`config.mk`:
```
export PLATFORM = sky130hd
export DESIGN_NAME = entropy_credit_estimator_unit
export DESIGN_NICKNAME = d
export VERILOG_FILES = /design/src/hdl/ece_pkg.sv /design/src/hdl/ece_ctrl.sv /design/src/hdl/ece_dp.sv /design/src/hdl/entropy_credit_estimator_unit.sv
export SDC_FILE = /design/constraint.sdc
export NUM_CORES = 1
export LEC_CHECK = 0
export BUFFER_PORTS_ARGS = -buffer_cell sky130_fd_sc_hd__buf_2
export CAP_MARGIN = 20
export CORE_UTILIZATION = 40
export CTS_CLUSTER_SIZE = 16
export DETAILED_ROUTE_END_ITERATION = 7
export MAX_ROUTING_LAYER = met4
export PLACE_DENSITY_LB_ADDON = 0.15
export SLEW_MARGIN = 25
export SYNTH_ARGS = -nofsm -noshare
export SYNTH_HDL_FRONTEND = slang
export SYNTH_SLANG_ARGS = --single-unit
```
`constraint.sdc`:
```
create_clock -name clk -period 13.9 [get_ports clk]
set_clock_uncertainty 0.15 [all_clocks]
set_input_delay 1.39 -clock clk [delete_from_list [all_inputs] [get_ports clk]]
set_output_delay 1.39 -clock clk [all_outputs]
set_load 0.05 [all_outputs]
```
`src/hdl/ece_pkg.sv`:
```
// Shared constants, register indexes, status codes and control structs
// for the entropy credit estimator. No dependencies.
`default_nettype none

package ece_pkg;

    localparam int SOURCE_COUNT_DEF   = 8;
    localparam int DISCOUNTED_TOP_DEF = 1;

    localparam int CREDIT_W   = 7;
    localparam int CREDIT_CAP = 70;
    localparam int LEVEL_W    = 11;
    localparam int LEVEL_MIN  = -1024;
    localparam int LEVEL_MAX  = 1023;

    localparam int CFG_INDEX_W = 2;
    localparam int CFG_DATA_W  = 10;
    localparam int ACTIVE_W    = 4;
    localparam int THRESH_W    = 10;

    localparam logic [CFG_INDEX_W-1:0] CFG_ACTIVE_SOURCES  = 2'd0;
    localparam logic [CFG_INDEX_W-1:0] CFG_KEYED_MODE      = 2'd1;
    localparam logic [CFG_INDEX_W-1:0] CFG_READY_THRESHOLD = 2'd2;

    localparam logic [THRESH_W-1:0] THRESH_RESET = 10'd64;

    localparam logic [1:0] STATUS_ACCEPTED   = 2'd0;
    localparam logic [1:0] STATUS_BAD_SOURCE = 2'd1;
    localparam logic [1:0] STATUS_STARTUP    = 2'd2;

    typedef struct packed {
        logic [ACTIVE_W-1:0] active_sources;
        logic                keyed_mode;
        logic [THRESH_W-1:0] ready_threshold;
    } cfg_t;

    // controller -> datapath
    typedef struct packed {
        logic load;    // capture input beat
        logic reject;  // stage a bad-source / startup result
        logic update;  // add estimate to credit, clear accumulators
        logic step;    // one credit of the scan
        logic calc;    // form saturated level
        logic decide;  // threshold compare, stage result, clear on fire
        logic emit;    // staged result to output registers
    } cmd_t;

    // datapath -> controller
    typedef struct packed {
        logic reject;
        logic scan_last;
    } sts_t;

endpackage

`default_nettype wire

```
`src/hdl/ece_ctrl.sv`:
```
// Sequencing state machine for the entropy credit estimator.
// Depends on ece_pkg for the command and status structs.
`default_nettype none

module ece_ctrl (
    input  wire logic          clk,
    input  wire logic          rst_n,
    input  wire logic          in_valid,
    output logic               in_ready,
    output logic               out_valid,
    input  wire logic          out_ready,
    output ece_pkg::cmd_t      cmd,
    input  wire ece_pkg::sts_t sts
);
    import ece_pkg::*;

    typedef enum logic [2:0] {
        S_IDLE,
        S_CHECK,
        S_SCAN,
        S_CALC,
        S_DECIDE,
        S_EMIT
    } state_t;

    state_t state_reg, state_next;
    logic   out_valid_reg, out_valid_next;
    logic   out_free;

    assign in_ready  = (state_reg == S_IDLE);
    assign out_valid = out_valid_reg;
    assign out_free  = !out_valid_reg || out_ready;

    always_comb
    begin
        state_next     = state_reg;
        out_valid_next = out_valid_reg && !out_ready;
        cmd            = '0;
        case (state_reg)
            S_IDLE:
            begin
                if (in_valid)
                begin
                    cmd.load   = 1'b1;
                    state_next = S_CHECK;
                end
            end
            S_CHECK:
            begin
                if (sts.reject)
                begin
                    cmd.reject = 1'b1;
                    state_next = S_EMIT;
                end
                else
                begin
                    cmd.update = 1'b1;
                    state_next = S_SCAN;
                end
            end
            S_SCAN:
            begin
                cmd.step = 1'b1;
                if (sts.scan_last)
                    state_next = S_CALC;
            end
            S_CALC:
            begin
                cmd.calc   = 1'b1;
                state_next = S_DECIDE;
            end
            S_DECIDE:
            begin
                cmd.decide = 1'b1;
                state_next = S_EMIT;
            end
            S_EMIT:
            begin
                if (out_free)
                begin
                    cmd.emit       = 1'b1;
                    out_valid_next = 1'b1;
                    state_next     = S_IDLE;
                end
            end
            default:
            begin
                state_next = S_IDLE;
            end
        endcase
    end

    always_ff @(posedge clk or negedge rst_n)
    begin
        if (!rst_n)
        begin
            state_reg     <= S_IDLE;
            out_valid_reg <= 1'b0;
        end
        else
        begin
            state_reg     <= state_next;
            out_valid_reg <= out_valid_next;
        end
    end

endmodule

`default_nettype wire

```
`src/hdl/ece_dp.sv`:
```
// Datapath: credit store, scan accumulators, top-credit list, level and
// result registers. Depends on ece_pkg; driven by ece_ctrl commands.
`default_nettype none

module ece_dp #(
    parameter int SOURCE_COUNT   = ece_pkg::SOURCE_COUNT_DEF,
    parameter int DISCOUNTED_TOP = ece_pkg::DISCOUNTED_TOP_DEF
) (
    input  wire logic                         clk,
    input  wire logic                         rst_n,
    input  wire ece_pkg::cmd_t                cmd,
    output ece_pkg::sts_t                     sts,
    input  wire ece_pkg::cfg_t                cfg,
    input  wire logic [7:0]                   source_index,
    input  wire logic [7:0]                   estimate,
    output logic [1:0]                        status,
    output logic                              fire,
    output logic signed [ece_pkg::LEVEL_W-1:0] level
);
    import ece_pkg::*;

    localparam int IDX_W    = (SOURCE_COUNT > 1) ? $clog2(SOURCE_COUNT) : 1;
    localparam int CMP_W    = (IDX_W > ACTIVE_W) ? IDX_W : ACTIVE_W;
    localparam int SUM_W    = $clog2(SOURCE_COUNT * CREDIT_CAP + 1);
    localparam int TOP_N    = (DISCOUNTED_TOP > 0) ? DISCOUNTED_TOP : 1;
    localparam int TOP_W    = $clog2(TOP_N * CREDIT_CAP + 1);
    localparam int WIDE_A   = (SUM_W > TOP_W) ? SUM_W : TOP_W;
    localparam int DIFF_W   = ((WIDE_A > LEVEL_W) ? WIDE_A : LEVEL_W) + 1;

    logic [CREDIT_W-1:0] credits_reg [SOURCE_COUNT];
    logic [7:0]          src_reg;
    logic [7:0]          est_reg;
    logic [IDX_W-1:0]    cnt_reg;
    logic [SUM_W-1:0]    acc_reg;
    logic [TOP_W-1:0]    top_total;

    logic [IDX_W-1:0]    rd_idx;
    logic [CREDIT_W-1:0] rd;
    logic [8:0]          raised;
    logic [CREDIT_W-1:0] capped;
    logic                in_active;
    logic                bad_src;

    logic signed [DIFF_W-1:0]  diff;
    logic signed [LEVEL_W-1:0] level_sat;
    logic signed [LEVEL_W-1:0] level_reg;
    logic signed [LEVEL_W:0]   thresh_ext;
    logic                      over;

    logic [1:0]                res_status_reg;
    logic                      res_fire_reg;
    logic signed [LEVEL_W-1:0] res_level_reg;
    logic [1:0]                out_status_reg;
    logic                      out_fire_reg;
    logic signed [LEVEL_W-1:0] out_level_reg;

    assign bad_src    = ({1'b0, src_reg} >= 9'(SOURCE_COUNT));
    assign sts.reject = bad_src || !cfg.keyed_mode;
    assign sts.scan_last = (cnt_reg == IDX_W'(SOURCE_COUNT - 1));

    // single read port: source entry during update, scan counter otherwise
    assign rd_idx = cmd.update ? src_reg[IDX_W-1:0] : cnt_reg;
    assign rd     = credits_reg[rd_idx];

    assign raised = {2'b00, rd} + {1'b0, est_reg};
    assign capped = (raised > 9'(CREDIT_CAP)) ? CREDIT_W'(CREDIT_CAP) : raised[CREDIT_W-1:0];

    assign in_active = (CMP_W'(cnt_reg) < CMP_W'(cfg.active_sources));

    // running sum of the DISCOUNTED_TOP largest credits seen in the scan
    generate
        if (DISCOUNTED_TOP > 0)
        begin : g_top
            logic [CREDIT_W-1:0] top_reg [TOP_N];
            logic [CREDIT_W-1:0] top_next [TOP_N];
            logic [TOP_N-1:0]    greater;
            logic [TOP_W-1:0]    top_sum_reg;

            always_comb
            begin
                for (int j = 0; j < TOP_N; j++)
                    greater[j] = (rd > top_reg[j]);
                for (int j = 0; j < TOP_N; j++)
                begin
                    if (!greater[j])
                        top_next[j] = top_reg[j];
                    else if (j == 0)
                        top_next[j] = rd;
                    else if (greater[j-1])
                        top_next[j] = top_reg[j-1];
                    else
                        top_next[j] = rd;
                end
            end

            always_ff @(posedge clk or negedge rst_n)
            begin
                if (!rst_n)
                begin
                    for (int j = 0; j < TOP_N; j++)
                        top_reg[j] <= '0;
                    top_sum_reg <= '0;
                end
                else if (cmd.update)
                begin
                    for (int j = 0; j < TOP_N; j++)
                        top_reg[j] <= '0;
                    top_sum_reg <= '0;
                end
                else if (cmd.step)
                begin
                    for (int j = 0; j < TOP_N; j++)
                        top_reg[j] <= top_next[j];
                    if (greater[TOP_N-1])
                        top_sum_reg <= top_sum_reg + TOP_W'(rd - top_reg[TOP_N-1]);
                end
            end

            assign top_total = top_sum_reg;
        end
        else
        begin : g_no_top
            assign top_total = '0;
        end
    endgenerate

    assign diff = $signed({{(DIFF_W-SUM_W){1'b0}}, acc_reg})
                - $signed({{(DIFF_W-TOP_W){1'b0}}, top_total});

    always_comb
    begin
        if (diff > DIFF_W'(LEVEL_MAX))
            level_sat = LEVEL_W'(LEVEL_MAX);
        else if (diff < DIFF_W'(LEVEL_MIN))
            level_sat = LEVEL_W'(LEVEL_MIN);
        else
            level_sat = diff[LEVEL_W-1:0];
    end

    assign thresh_ext = $signed({{(LEVEL_W+1-THRESH_W){1'b0}}, cfg.ready_threshold});
    assign over       = ($signed({level_reg[LEVEL_W-1], level_reg}) > thresh_ext);

    always_ff @(posedge clk or negedge rst_n)
    begin
        if (!rst_n)
        begin
            for (int i = 0; i < SOURCE_COUNT; i++)
                credits_reg[i] <= '0;
        end
        else if (cmd.update)
        begin
            credits_reg[src_reg[IDX_W-1:0]] <= capped;
        end
        else if (cmd.decide && over)
        begin
            for (int i = 0; i < SOURCE_COUNT; i++)
                credits_reg[i] <= '0;
        end
    end

    always_ff @(posedge clk or negedge rst_n)
    begin
        if (!rst_n)
        begin
            cnt_reg <= '0;
            acc_reg <= '0;
        end
        else if (cmd.update)
        begin
            cnt_reg <= '0;
            acc_reg <= '0;
        end
        else if (cmd.step)
        begin
            cnt_reg <= cnt_reg + 1'b1;
            if (in_active)
                acc_reg <= acc_reg + SUM_W'(rd);
        end
    end

    // payload registers
    always_ff @(posedge clk)
    begin
        if (cmd.load)
        begin
            src_reg <= source_index;
            est_reg <= estimate;
        end
        if (cmd.calc)
            level_reg <= level_sat;
        if (cmd.reject)
        begin
            res_status_reg <= bad_src ? STATUS_BAD_SOURCE : STATUS_STARTUP;
            res_fire_reg   <= 1'b0;
            res_level_reg  <= '0;
        end
        else if (cmd.decide)
        begin
            res_status_reg <= STATUS_ACCEPTED;
            res_fire_reg   <= over;
            res_level_reg  <= level_reg;
        end
        if (cmd.emit)
        begin
            out_status_reg <= res_status_reg;
            out_fire_reg   <= res_fire_reg;
            out_level_reg  <= res_level_reg;
        end
    end

    assign status = out_status_reg;
    assign fire   = out_fire_reg;
    assign level  = out_level_reg;

endmodule

`default_nettype wire

```
`src/hdl/entropy_credit_estimator_unit.sv`:
```
// Top level of the entropy credit estimator: configuration registers and
// the controller / datapath pair. Depends on ece_pkg, ece_ctrl, ece_dp.
//
// Usage:
//   Input channel (in_valid/in_ready) carries source_index and estimate.
//   Output channel (out_valid/out_ready) returns one result per input beat:
//   status, fire and the signed level.
//   Config channel (cfg_valid/cfg_ready) writes register cfg_index with
//   cfg_data: 0 active_sources, 1 keyed_mode, 2 ready_threshold. Other
//   indexes are ignored. cfg_ready is always high; write only while idle.
// Sequence:
//   A rejected beat (bad source or unkeyed) goes from check straight to
//   emit. A credited beat runs check, scan, calc, decide and emit; the
//   scan reads one credit per cycle to form the active sum and the
//   running sum of the largest credits. One item is in flight at a time;
//   in_ready rises again once the result is registered, so a new beat is
//   taken only after the last one has been emitted.
// Reset: all credits zero, active_sources 0, keyed_mode 0, threshold 64.
// Stall: a held result stays on the output registers; the next beat may be
//   accepted and processed, and waits before emit until the output is free.
`default_nettype none

module entropy_credit_estimator_unit #(
    parameter int SOURCE_COUNT   = ece_pkg::SOURCE_COUNT_DEF,
    parameter int DISCOUNTED_TOP = ece_pkg::DISCOUNTED_TOP_DEF
) (
    input  wire logic                                clk,
    input  wire logic                                rst_n,
    input  wire logic                                in_valid,
    output logic                                     in_ready,
    input  wire logic [7:0]                          source_index,
    input  wire logic [7:0]                          estimate,
    output logic                                     out_valid,
    input  wire logic                                out_ready,
    output logic [1:0]                               status,
    output logic                                     fire,
    output logic signed [ece_pkg::LEVEL_W-1:0]       level,
    input  wire logic                                cfg_valid,
    output logic                                     cfg_ready,
    input  wire logic [ece_pkg::CFG_INDEX_W-1:0]     cfg_index,
    input  wire logic [ece_pkg::CFG_DATA_W-1:0]      cfg_data
);
    import ece_pkg::*;

    cfg_t cfg_reg;
    cmd_t cmd;
    sts_t sts;

    assign cfg_ready = 1'b1;

    always_ff @(posedge clk or negedge rst_n)
    begin
        if (!rst_n)
        begin
            cfg_reg.active_sources  <= '0;
            cfg_reg.keyed_mode      <= 1'b0;
            cfg_reg.ready_threshold <= THRESH_RESET;
        end
        else if (cfg_valid)
        begin
            case (cfg_index)
                CFG_ACTIVE_SOURCES:  cfg_reg.active_sources  <= cfg_data[ACTIVE_W-1:0];
                CFG_KEYED_MODE:      cfg_reg.keyed_mode      <= cfg_data[0];
                CFG_READY_THRESHOLD: cfg_reg.ready_threshold <= cfg_data[THRESH_W-1:0];
                default:             cfg_reg <= cfg_reg;
            endcase
        end
    end

    ece_ctrl u_ctrl (
        .clk       (clk),
        .rst_n     (rst_n),
        .in_valid  (in_valid),
        .in_ready  (in_ready),
        .out_valid (out_valid),
        .out_ready (out_ready),
        .cmd       (cmd),
        .sts       (sts)
    );

    ece_dp #(
        .SOURCE_COUNT   (SOURCE_COUNT),
        .DISCOUNTED_TOP (DISCOUNTED_TOP)
    ) u_dp (
        .clk          (clk),
        .rst_n        (rst_n),
        .cmd          (cmd),
        .sts          (sts),
        .cfg          (cfg_reg),
        .source_index (source_index),
        .estimate     (estimate),
        .status       (status),
        .fire         (fire),
        .level        (level)
    );

endmodule

`default_nettype wire

```
==> results by group <==
Die
  – Initial core utilization: 0.409
  – Io pins: 50
  – Die area: 0.0221 sq mm
  – Die width: 149 um
  – Core Rows: 53
  – Core area: 0.0211 sq mm
  – Die Ht: 149 um

Global route
  – Global route total overflow: 0
  – Largest net degree at the start of global routing: 55
  – Number of global-route vias before repair: 6105
  – Initial antenna violation count: 0
  – First-pass GRT wire length: 33700 um
  – GRT Total Usage: 0.206

Synthesis
  – Cells after Synth: 820
  – Syn_nets: 913
  – Register area share after synthesis: 0.474
  – Distinct cells, synth: 75
  – Netlist Area Pre-Place: 0.00862 sq mm
  – Synth Warn #: 0
  – Top FF cell, synth: dfrtp_1
  – Syn avg cell area: 10.5 sq um
  – Async S/R FF share, synth: 0.650
  – Synthesis-stage register bit count: 157
  – Post-synth EDFFs: 43

Timing
  – Max Clk Rate: 173 MHz
  – Pins over their slew limit: 0
  – Rel. slew slack: 0.364
  – Final Hold Vio Count: 0
  – Crit path time final: 5800 ps
  – Setup TNS Final: 0 ps
  – Worst-Margin Slew: 954 ps
  – Crit share post-route: 0.417
  – Final setup fails: 0
  – RSZ-0062 raised after global routing: false

Clock tree
  – Clk_lat worst skew: 430 ps
  – CTS sink cnt: 157
  – CTS tree: done
  – CTS H-tree depth: 4
  – Longest Clk Path Bufs: 2
  – Clock Pin Slew Worst Setup and Hold Paths: 70 ps
  – Post-CTS setup repair buffer count: 0
  – Clock root cell: clkbuf_16
  – Num CTS Buffers: 17
  – Post-CTS Hold Buffers: 0
  – CTS resizes: 0

Place
  – IO buf count: 48
  – Hpwl dp: 15200 um
  – Gp weighted congestion: 0.869
  – DP Area: 0.00913 sq mm

Layout
  – Share of layout cells above drive strength 1: 0.150
  – Final Cell Area: 0.00975 sq mm
  – Synthesis-to-layout area growth: 13.1%
  – Diode count: 0
  – Most common cell after layout, fill and taps aside: nand2_1
  – Filler cell count: 2000
  – Most frequent cells in the layout: nand2_1 (109), dfrtp_1 (101), inv_1 (52)
  – Nets: 955
  – Largest register FFs: 56

Worst setup path
  – Crit. End Element: register
  – Critical-path maximum fanout: 30
  – Req. time, crit path: 14030 ps
  – Startpoint types: register
  – Critical path class: reg2reg
  – Arrival @ worst endpoint: 5930 ps

Pwr
  – P per Cell Area: 163 mW/mm^2
  – Worst VDD drop: 0.0821 mV
  – Leak: 4.11 nW

Routing
  – Drt pass-1 iters: 6
  – Vias per Instance: 5.41
  – WL/cell: 18.3 um
  – Final ANT Viol Nets: 0
  – Remaining DRCs: 0
  – First DRT Iteration DRCs: 438
  – Final wirelength: 21000 um
  – Detailed-route via count: 6225

Min path
  – Worst hold path type: reg2reg

Flow run
  – Max Cap Viol: 0

Status
  – Status: finished, final reports clean
-- final timing paths --
path | startpoint | to | slack [ps] | cells past startpoint
worst min-delay path | u_dp.res_level_reg[1]$_SDFFE_PP0P_ | u_dp.level[1]$_DFFE_PP_ | 280 | 0
max in group asynchronous | rst_n | cfg_reg[10]$_DFFE_PN0P_ | 11530 | 2
worst max register to register | u_dp.src_reg[7]$_DFFE_PP_ | u_dp.credits_reg[2]$_DFFE_PN0P_ | 8110 | 15
min in group asynchronous | rst_n | u_dp.credits_reg[29]$_DFFE_PN0P_ | 840 | 1
worst max-delay path | u_dp.src_reg[7]$_DFFE_PP_ | u_dp.credits_reg[2]$_DFFE_PN0P_ | 8110 | 15
worst min register to register | u_dp.res_level_reg[1]$_SDFFE_PP0P_ | u_dp.level[1]$_DFFE_PP_ | 280 | 0
-- power by group --
| group | internal [W] | switching [W] | total, W |
|---|---|---|---|
| clock | 0.000282 | 0.000207 | 0.000490 |
| sequential | 0.000569 | 0.0000521 | 0.000621 |
| combinational | 0.000174 | 0.000309 | 0.000484 |
| total | 0.00103 | 0.000569 | 0.00159 |
-- per-layer routing --
metal  track usage  part of all wire
met5             -                 0
met2         0.302              0.45
met1         0.284              0.49
met4        0.0735             0.015
met3        0.0401             0.050
-- worst max-delay path: stages (launching register included) --
cell and delay (ps):
edfxtp_1 430, nor4_4 570, nand3_2 710, mux2i_1 720, a32oi_1 190, nand2_1 200, inv_1 110, ha_1 210
fa_1 400, a21o_1 190, a21oi_1 220, o21bai_1 110, a21oi_2 220, xnor2_1 240, a2111oi_4 780, mux2i_1 170
-- cell type report --
class,count,area [sq um],area share
repair buffers,56,300,0.0308
clock buffers,18,450,0.0462
clock inverters,14,168,0.0172
multi-input cells,578,4210,0.432
well taps,275,344,0.0353
flip-flops and latches,157,4090,0.419
inverters,52,195,0.0200
-- cells by family (layout without fill, tap and decap cells) --
logic type	after synthesis	after routing	share of synthesized area
AO/OA/AOI/OAI	187	187	0.156
XOR/XNOR	26	26	0.0264
adder cells (fa/ha/maj)	60	60	0.0949
buffers and inverters	85	140	0.0392
flip-flops	157	157	0.474
multiplexers	49	49	0.0595
other	1	1	0.000435
AND/OR/NAND/NOR	255	255	0.150
-- stage by stage --
stage | cells | util | total power (W) | setup slack [ps] | hold slack [ps]
floorplan | 820 | - | 0.000998 | 9460 | 250
global placement | 1117 | 0.433 | 0.00111 | 8200 | 258
detailed placement | 1117 | 0.433 | 0.00111 | 8050 | 267
CTS | 1149 | 0.462 | 0.00161 | 8050 | 283
global route | 1150 | 0.463 | 0.00168 | 7850 | 296
finish | 1150 | 0.463 | 0.00159 | 8110 | 282
-- Yosys cell counts, types with 4 or more instances --
cell type	instances	area, sq um
o2bb2ai_1	4	35.0
fa_1	9	180
a32oi_1	4	35.0
a22oi_1	8	60.1
edfxtp_1	43	1290
a21o_1	9	67.6
nor2_1	33	124
a21boi_0	5	37.5
nand2b_1	11	68.8
inv_1	52	195
nand2_1	109	409
dfrtp_1	101	2530
a221oi_1	10	87.6
ha_1	51	638
nand3b_1	4	30.0
clkbuf_1	19	71.3
or2_2	4	25.0
mux2_2	15	169
xnor2_1	15	131
buf_2	9	45.0
xor2_1	11	96.3
o21a_1	6	45.0
nand3_1	30	150
o22ai_1	28	175
nor4b_1	9	78.8
o21ai_0	33	165
and3_1	10	62.6
nand4_1	4	25.0
a32o_1	8	80.1
dfxtp_1	12	240
o21bai_1	4	30.0
o21ai_1	5	25.0
or3_1	4	25.0
mux2i_1	31	310
nor3_1	10	50.1
nor2b_1	8	50.1
a21oi_1	37	185
Power figures use the tool's default switching activity.
